===== config.mk =====
export PLATFORM = sky130hd
export DESIGN_NAME = gmm_qmac
export DESIGN_NICKNAME = d
export VERILOG_FILES = /design/src/rtl/core/gmm_pkg.sv /design/src/rtl/core/gmm_qmac.sv
export SDC_FILE = /design/constraint.sdc
export NUM_CORES = 2
export LEC_CHECK = 0
export BUFFER_PORTS_ARGS = -buffer_cell sky130_fd_sc_hd__buf_2
export CAP_MARGIN = 20
export CORE_ASPECT_RATIO = 0.6
export CORE_MARGIN = 2
export CORE_UTILIZATION = 30
export DETAILED_ROUTE_END_ITERATION = 16
export GPL_TIMING_DRIVEN = 1
export PLACE_DENSITY_LB_ADDON = 0.1
export SKIP_CTS_REPAIR_TIMING = 1
export SYNTH_ARGS = -nofsm -noshare
export SYNTH_HDL_FRONTEND = slang
export SYNTH_SLANG_ARGS = --single-unit

===== constraint.sdc =====
create_clock -name clk -period 14.1 [get_ports clk]
set_input_delay 2.82 -clock clk [delete_from_list [all_inputs] [get_ports clk]]
set_output_delay 2.82 -clock clk [all_outputs]
set_load 0.1 [all_outputs]

===== src/rtl/core/gmm_pkg.sv =====
// ============================================================================
// gmm_pkg
// Shared types, constants and helper functions of the fixed-point
// matrix multiply-accumulate core.
// ============================================================================
`default_nettype none

package gmm_pkg;

  // Largest matrix dimension held in the element stores.
  localparam int MAX_DIM    = 16;
  localparam int STORE_DEPTH = MAX_DIM * MAX_DIM;
  localparam int ADDR_W     = (STORE_DEPTH > 1) ? $clog2(STORE_DEPTH) : 1;
  // Loop counters must hold the dimension itself, not only the last index.
  localparam int DIM_W      = $clog2(MAX_DIM + 1);

  localparam int WORD_W     = 32;
  localparam int CFG_DIM_W  = 5;
  localparam int CFG_ADDR_W = 5;
  localparam int CFG_DATA_W = 32;

  // Q16.16 one.
  localparam logic signed [WORD_W-1:0] Q_ONE = 32'sd65536;

  // Request opcodes.
  localparam logic [2:0] OP_LOAD_A  = 3'd0;
  localparam logic [2:0] OP_LOAD_B  = 3'd1;
  localparam logic [2:0] OP_LOAD_C  = 3'd2;
  localparam logic [2:0] OP_COMPUTE = 3'd3;
  localparam logic [2:0] OP_READ_C  = 3'd4;

  // Configuration register indexes (byte address divided by four).
  localparam logic [2:0] REG_ROWS  = 3'd0;
  localparam logic [2:0] REG_COLS  = 3'd1;
  localparam logic [2:0] REG_INNER = 3'd2;
  localparam logic [2:0] REG_ALPHA = 3'd3;
  localparam logic [2:0] REG_BETA  = 3'd4;

  localparam logic STATUS_OK  = 1'b0;
  localparam logic STATUS_ERR = 1'b1;

  typedef enum logic [3:0] {
    ST_IDLE,
    ST_READ,
    ST_COL,
    ST_SCALE,
    ST_LOOP,
    ST_TERM,
    ST_ACC,
    ST_DRAIN,
    ST_FINISH
  } state_t;

  // What one pass of the multiply pipeline does with its element.
  typedef enum logic [1:0] {
    MODE_CLEAR,   // write zero into C
    MODE_SCALE,   // C = beta * C
    MODE_TERM,    // t = alpha * B
    MODE_ACC      // C = C + t * A
  } mode_t;

  typedef logic [ADDR_W-1:0]        addr_t;
  typedef logic signed [WORD_W-1:0] word_t;

  typedef struct packed {
    logic  a_we;
    logic  b_we;
    logic  c_we;
    addr_t w_addr;
    word_t w_data;
    addr_t a_raddr;
    addr_t b_raddr;
    addr_t c_raddr;
  } mem_req_t;

  typedef struct packed {
    logic  valid;
    mode_t mode;
    addr_t c_addr;
  } issue_t;

  typedef struct packed {
    logic  we;
    addr_t addr;
    word_t data;
  } wback_t;

  typedef struct packed {
    word_t read_value;
    logic  status;
  } result_t;

  // Column-major element address.
  function automatic addr_t mem_addr(input logic [DIM_W-1:0] row,
                                     input logic [DIM_W-1:0] col);
    return ADDR_W'(row) + ADDR_W'(col) * ADDR_W'(MAX_DIM);
  endfunction

  // Configured size, limited to the store dimension.
  function automatic logic [DIM_W-1:0] clamp_dim(input logic [CFG_DIM_W-1:0] d);
    if (int'(d) > MAX_DIM) begin
      return DIM_W'(MAX_DIM);
    end
    return DIM_W'(d);
  endfunction

  // Saturate a sign-extended wide value to one signed word.
  function automatic word_t sat_word(input logic signed [63:0] v);
    if ((&v[63:WORD_W-1]) || !(|v[63:WORD_W-1])) begin
      return v[WORD_W-1:0];
    end
    return v[63] ? {1'b1, {(WORD_W-1){1'b0}}} : {1'b0, {(WORD_W-1){1'b1}}};
  endfunction

endpackage

`default_nettype wire


===== src/rtl/core/gmm_qmac.sv =====
// ============================================================================
// gmm_qmac
// Three-stage Q16.16 multiply, shift-saturate and saturating-add pipeline
// that works on elements read from the stores and writes C back.
// ============================================================================
`default_nettype none

module gmm_qmac (
  input  logic              clk,
  input  logic              rst_n,
  input  gmm_pkg::issue_t   issue,
  input  gmm_pkg::word_t    alpha,
  input  gmm_pkg::word_t    beta,
  input  gmm_pkg::word_t    a_q,
  input  gmm_pkg::word_t    b_q,
  input  gmm_pkg::word_t    c_q,
  output gmm_pkg::wback_t   wback,
  output logic              busy
);

  gmm_pkg::issue_t      s1_r, s2_r, s3_r;
  logic signed [63:0]   prod_r;
  gmm_pkg::word_t       c1_r, c2_r, sat_r, t_r;
  gmm_pkg::word_t       x_op, y_op, add_op;
  logic signed [63:0]   sum_wide;
  gmm_pkg::word_t       sum;

  // Stage one: store data has arrived; pick the factors.
  always_comb begin
    x_op   = '0;
    y_op   = '0;
    add_op = '0;
    case (s1_r.mode)
      gmm_pkg::MODE_SCALE: begin
        x_op = beta;
        y_op = c_q;
      end
      gmm_pkg::MODE_TERM: begin
        x_op = alpha;
        y_op = b_q;
      end
      gmm_pkg::MODE_ACC: begin
        x_op   = t_r;
        y_op   = a_q;
        add_op = c_q;
      end
      default: begin
        x_op = '0;
        y_op = '0;
      end
    endcase
  end

  // Only the valid bits are reset; the rest of each stage simply follows.
  always_ff @(posedge clk) begin
    if (!rst_n) begin
      s1_r.valid <= 1'b0;
      s2_r.valid <= 1'b0;
      s3_r.valid <= 1'b0;
    end else begin
      s1_r.valid <= issue.valid;
      s2_r.valid <= s1_r.valid;
      s3_r.valid <= s2_r.valid;
    end
    s1_r.mode   <= issue.mode;
    s1_r.c_addr <= issue.c_addr;
    s2_r.mode   <= s1_r.mode;
    s2_r.c_addr <= s1_r.c_addr;
    s3_r.mode   <= s2_r.mode;
    s3_r.c_addr <= s2_r.c_addr;
    prod_r      <= x_op * y_op;
    c1_r        <= add_op;
    sat_r       <= gmm_pkg::sat_word(prod_r >>> 16);
    c2_r        <= c1_r;
  end

  // Stage three: the addend is zero outside accumulation, so the sum is the
  // plain scaled product there.
  assign sum_wide = 64'(c2_r) + 64'(sat_r);
  assign sum      = gmm_pkg::sat_word(sum_wide);

  always_ff @(posedge clk) begin
    if (s3_r.valid && (s3_r.mode == gmm_pkg::MODE_TERM)) begin
      t_r <= sum;
    end
  end

  assign wback.we   = s3_r.valid && (s3_r.mode != gmm_pkg::MODE_TERM);
  assign wback.addr = s3_r.c_addr;
  assign wback.data = sum;
  assign busy       = s1_r.valid || s2_r.valid || s3_r.valid;

endmodule

`default_nettype wire


Word level (Yosys, flattened, before mapping). Index checks and enable logic that the tools add are counted.

Flip-flop bits (word level): 225. Input port bits: 173. Output and inout bits: 42. Logic and storage cells: 43.

$add $sub $neg: 1. Multiply operators: 1. Equal/unequal tests: 5. Mux-type cells: 10. Reduce and logical (&&, ||, !) cells: 12.

Operator list (count): 32-bit 2-to-1 mux (6); 32-bit case mux with 3 select lines (2); 32-bit by 32-bit multiplier with 64-bit output (1); 32-bit by 32-bit adder with 33-bit output (1); 33-bit AND reduction (1); 33-bit OR reduction (1); 17-bit AND reduction (1); 17-bit OR reduction (1); 2-bit == test, second input constant (3); 1-bit logical OR (4); 2-bit by 1-bit == test with 1-bit output, second input constant (1); 1-bit logical AND (2); 1-bit zero test (2); 1-bit 2-to-1 mux (2); 2-bit inequality test, second input constant (1).

Longest topological paths before layout.
Depth after elaboration: 6. Depth in mapped cells: 34. Mapped depth without buffers: 30.

Worst setup path before layout. OpenSTA, ideal clock, no wires.

Kind: input port to flip-flop. From: input alpha[31]. To: register prod_r[63]. Setup time: 0.078 ns. Arrival: 10.585 ns. Data required time: 14.022 ns. Slack: 3.437 ns. Stages: 29. Path buffers: 1. Path through: mux2_2 a22o_1 clkbuf_1 nand2_1 inv_1 fa_1 inv_1 fa_1 inv_1 fa_1 fa_1 inv_1 fa_1 inv_1 fa_1 inv_1 fa_1 inv_1 fa_1 ha_1 nand2_1 o21ai_0 o31a_1 o31a_1 a211oi_1 o21bai_1 o31ai_4 and4_1 nor3_1.

Longest elaborated chain between the ends: 2.

RTL lines: from (decl) (RTL line gmm_qmac.sv:12) `input gmm_pkg::word_t alpha,`; 32-bit case mux with 3 select lines (RTL line gmm_qmac.sv:33) `case (s1_r.mode)`; 32-bit by 32-bit multiplier with 64-bit output (RTL line gmm_qmac.sv:71) `prod_r <= x_op * y_op;`; to (signal assigned) (RTL line gmm_qmac.sv:71); to (decl) (RTL line gmm_qmac.sv:22) `logic signed [63:0] prod_r;`.

No other way between the ends. A chain may end at the register's enable or synchronous reset.

Worst setup path after layout. Ends and elaborated chain as after synthesis.

==> results.md <==
- Detailed Routing Iterations Pass 1: 6
- Worst min-delay path category: register to register
- Slew @ Worst Pin: 1.35 ns
- Complex-gate fraction of the synthesized area: 6.50%
- Worst-path clk slew: ~0.060 ns
- Routed wire length: about 190000 µm
- Drt initial violations: 3326
- Routed len/inst: 28.3 µm
- Initial antenna violation count: 17
- Post-DP HPWL: 160000 µm
- Data arrival time of the critical path: 12.55 ns
- Worst slew margin: just over 10%
- Reg2reg start: s1_r[8]
- Clock buffer depth: 3
- Hold Fails Final Rpt: 0
- Chip height: 299 µm
- Area of the multi-input gates: 34500 µm²
- Storage cell area: 4510 µm²
- Worst Setup SP: alpha[31]
- FMAX: 82.8 MHz
- Antenna-violating nets left: 0
- Largest family of logic cells by synthesized area: adder cells
- Library cells used by synthesis: 73
- Synth Net Count: 6111
- Clock Skew: ~0.032 ns
- Vias: 33616
- Core Util, Final: about 34%
- Crit Path Category: primary input to register
- Via density per instance: about 5.0
- CTS tree: yes
- Layout cells sized above 1: 11.0%
- # clock sinks: 209
- Largest net degree at the start of global routing: ~120
- Core ar.: about 140000 µm²
- Number of global-route vias before repair: 35400
- Global-route wire length before repair: roughly 270000 µm
- Synth Area in XOR/XNOR: 1.79%
- Clock latency on the worst-skew pair: 0.60 ns
- Final max-slew violation count: 0
- Syn avg cell area: 9.39 µm²
- Seq/Total Area, Yosys: 10.3%
- Primary FF master, synth: dfxtp_1
- Fillers: around 15000
- Area growth, synth to finish: 11.2%
- Row Count: 108
- Nets: 6290
- Post-synthesis cell count: 4644
- Placed inst area: about 48000 µm²
- RSZ-0062 raised after global routing: no
- Yosys warnings: 0
- Netlist Area Pre-Place: 43600 µm²
- Max Cap Violations: 0
- Synthesized flop and latch total: 209
- Synth async-reset ratio: 0%
- Setup TNS: 0 ns
- H-tree depth: 1
- Post-synth EDFFs: 32
- Adder-cell share of the synthesized area: 56.5%
- Global placement routability congestion: 0.951
- Max Fanout on Critical Path: 14
- Die X-Extent: 496 µm
- Grt ovf: 0
- Clock Tree Root: clkbuf_16
- Critical Path Source Type: primary input
- Final setup fails: 0
- Outcome: finished, final reports clean
- Full die area: about 150000 µm²
- PortBufs: 214
- Total CTS buffers: 26
- Mux share of post-synthesis cell area: 2.03%
- Worst Setup End Kind: register
- Tot GR Track Use: about a quarter
- Hold Crit Start: s1_r[7]
- Simple-gate share of the synthesized area: 12.1%
- Remaining DRCs: 0
- I/O Pins: 215
- Post-layout min period: 12.08 ns
- Fin crit share: 85.6%
- Initial core utilization: 30.2%
- WP data required: 14.57 ns
- Final instance area: 48500 µm²
-- layer usage --
metal  routed length [µm]  track usage [%]  part of all wire (%)
met1                95800             43.0                    50
met2                69400             33.3                    36
met3                23600             8.78                    12
met4                 2580             3.30                   1.3
met5                   80                0                 0.042
-- cell type report --
class | count | area share, %
Antenna cell | 1 | 0.00516
Sequential cell | 209 | 9.31
Timing Repair Buffer | 369 | 4.73
Inverter | 1022 | 7.91
Clock inverter | 13 | 0.297
Clock buffer | 35 | 1.56
Multi-Input combinational cell | 3195 | 71.2
Tap cell | 1925 | 4.97
-- final timing paths --
| check | depth (start not counted) | end | slack [ns] |
|---|---|---|---|
| max reg2reg | 27 | prod_r[63] | 2.50 |
| min reg2reg | 0 | s2_r[7] | 0.32 |
| min | 0 | s2_r[7] | 0.32 |
| max | 27 | prod_r[63] | 2.02 |
-- Yosys cell counts (4+ instances only) --
| cell type | number | area, µm² |
|---|---|---|
| o21ai_0 | 70 | 350 |
| a21o_1 | 50 | 375 |
| a22o_1 | 51 | 447 |
| o21ai_1 | 7 | 35.0 |
| a31oi_1 | 12 | 75.1 |
| nor2_1 | 585 | 2200 |
| and3_1 | 44 | 275 |
| a211oi_1 | 8 | 60.1 |
| nand2_1 | 536 | 2010 |
| dfxtp_1 | 177 | 3540 |
| a221oi_1 | 4 | 35.0 |
| ha_1 | 212 | 2650 |
| a21oi_1 | 87 | 435 |
| xor2_1 | 31 | 272 |
| nor2b_1 | 9 | 56.3 |
| fa_1 | 1082 | 21700 |
| and2_1 | 18 | 113 |
| clkbuf_1 | 187 | 702 |
| buf_2 | 7 | 35.0 |
| o21bai_1 | 9 | 67.6 |
| nand2b_1 | 11 | 68.8 |
| maj3_1 | 31 | 310 |
| inv_1 | 1022 | 3840 |
| or2_2 | 15 | 93.8 |
| buf_4 | 12 | 90.1 |
| xnor2_1 | 56 | 490 |
| a22oi_1 | 49 | 368 |
| nand4_1 | 15 | 93.8 |
| mux2i_1 | 24 | 240 |
| edfxtp_1 | 32 | 961 |
| nor4_1 | 8 | 50.1 |
| a211o_1 | 5 | 43.8 |
| o21a_1 | 11 | 82.6 |
| o211ai_1 | 5 | 37.5 |
| mux2_2 | 55 | 619 |
| nand3_1 | 20 | 100 |
| buf_1 | 12 | 45.0 |
| nor3_1 | 22 | 110 |
-- flip-flops by register name, indices dropped and copies added, names as in the netlist --
signal and count:
c1_r 32, c2_r 32, prod_r 48, s1_r 11
s2_r 11, s3_r 3, sat_r 32, t_r 32
wback 8
-- cells in the final DEF, fill, tap and decap left out, types with 9 or more instances in the layout --
cell       count
fa_1        1082
inv_1       1022
nor2_1       583
nand2_1      536
buf_2        214
ha_1         212
dfxtp_1      175
buf_4        151
a21oi_1       81
o21ai_0       69
xnor2_1       56
mux2_2        55
a21o_1        50
a22o_1        49
and3_1        43
a22oi_1       35
edfxtp_1      32
xor2_1        31
maj3_1        31
clkbuf_16     28
mux2i_1       24
nor3_1        22
nand3_1       20
and2_1        18
or2_2         15
nand4_1       15
a22oi_2       14
nand2b_1      11
o21a_1        11
a31oi_1       11
o21bai_1       9
-- per-stage QoR --
step	hold WS (ns)	worst slack (ns)	std cells
5_1_grt	0.329	1.65	6768
3_3_place_gp	0.311	1.64	6718
4_1_cts	0.323	2.18	6767
3_5_place_dp	0.312	1.59	6719
2_1_floorplan	0.310	3.44	4644
6_report	0.321	2.02	6769
-- cell families after synthesis --
| group | count (synthesis) |
|---|---|
| adder cells (fa/ha/maj) | 1325 |
| AND/OR/NAND/NOR | 1293 |
| buffers and inverters | 1240 |
| AO/OA/AOI/OAI | 408 |
| flip-flops | 209 |
| XOR/XNOR | 88 |
| multiplexers | 81 |
-- critical path, stage by stage --
cell      delay, ns
buf_2          0.09
mux2_2         0.16
a22o_1         0.77
nand2_1        0.48
inv_1          0.18
fa_1           0.47
inv_1          0.21
fa_1           0.45
inv_1          0.25
fa_1           0.51
fa_1           1.22
inv_1          0.37
fa_1           0.57
inv_1          0.05
fa_1           0.55
fa_1           0.45
fa_1           0.47
ha_1           0.36
a21oi_1        0.28
o21ai_0        0.20
o31a_1         0.31
o31a_1         0.31
a211oi_1       0.20
o21bai_1       0.28
o31ai_4        0.15
nor4_1         0.27
nor3_1         0.08
Power is not shown: default switching activity piles up to over one toggle a cycle in this logic, so the estimate is an artifact.
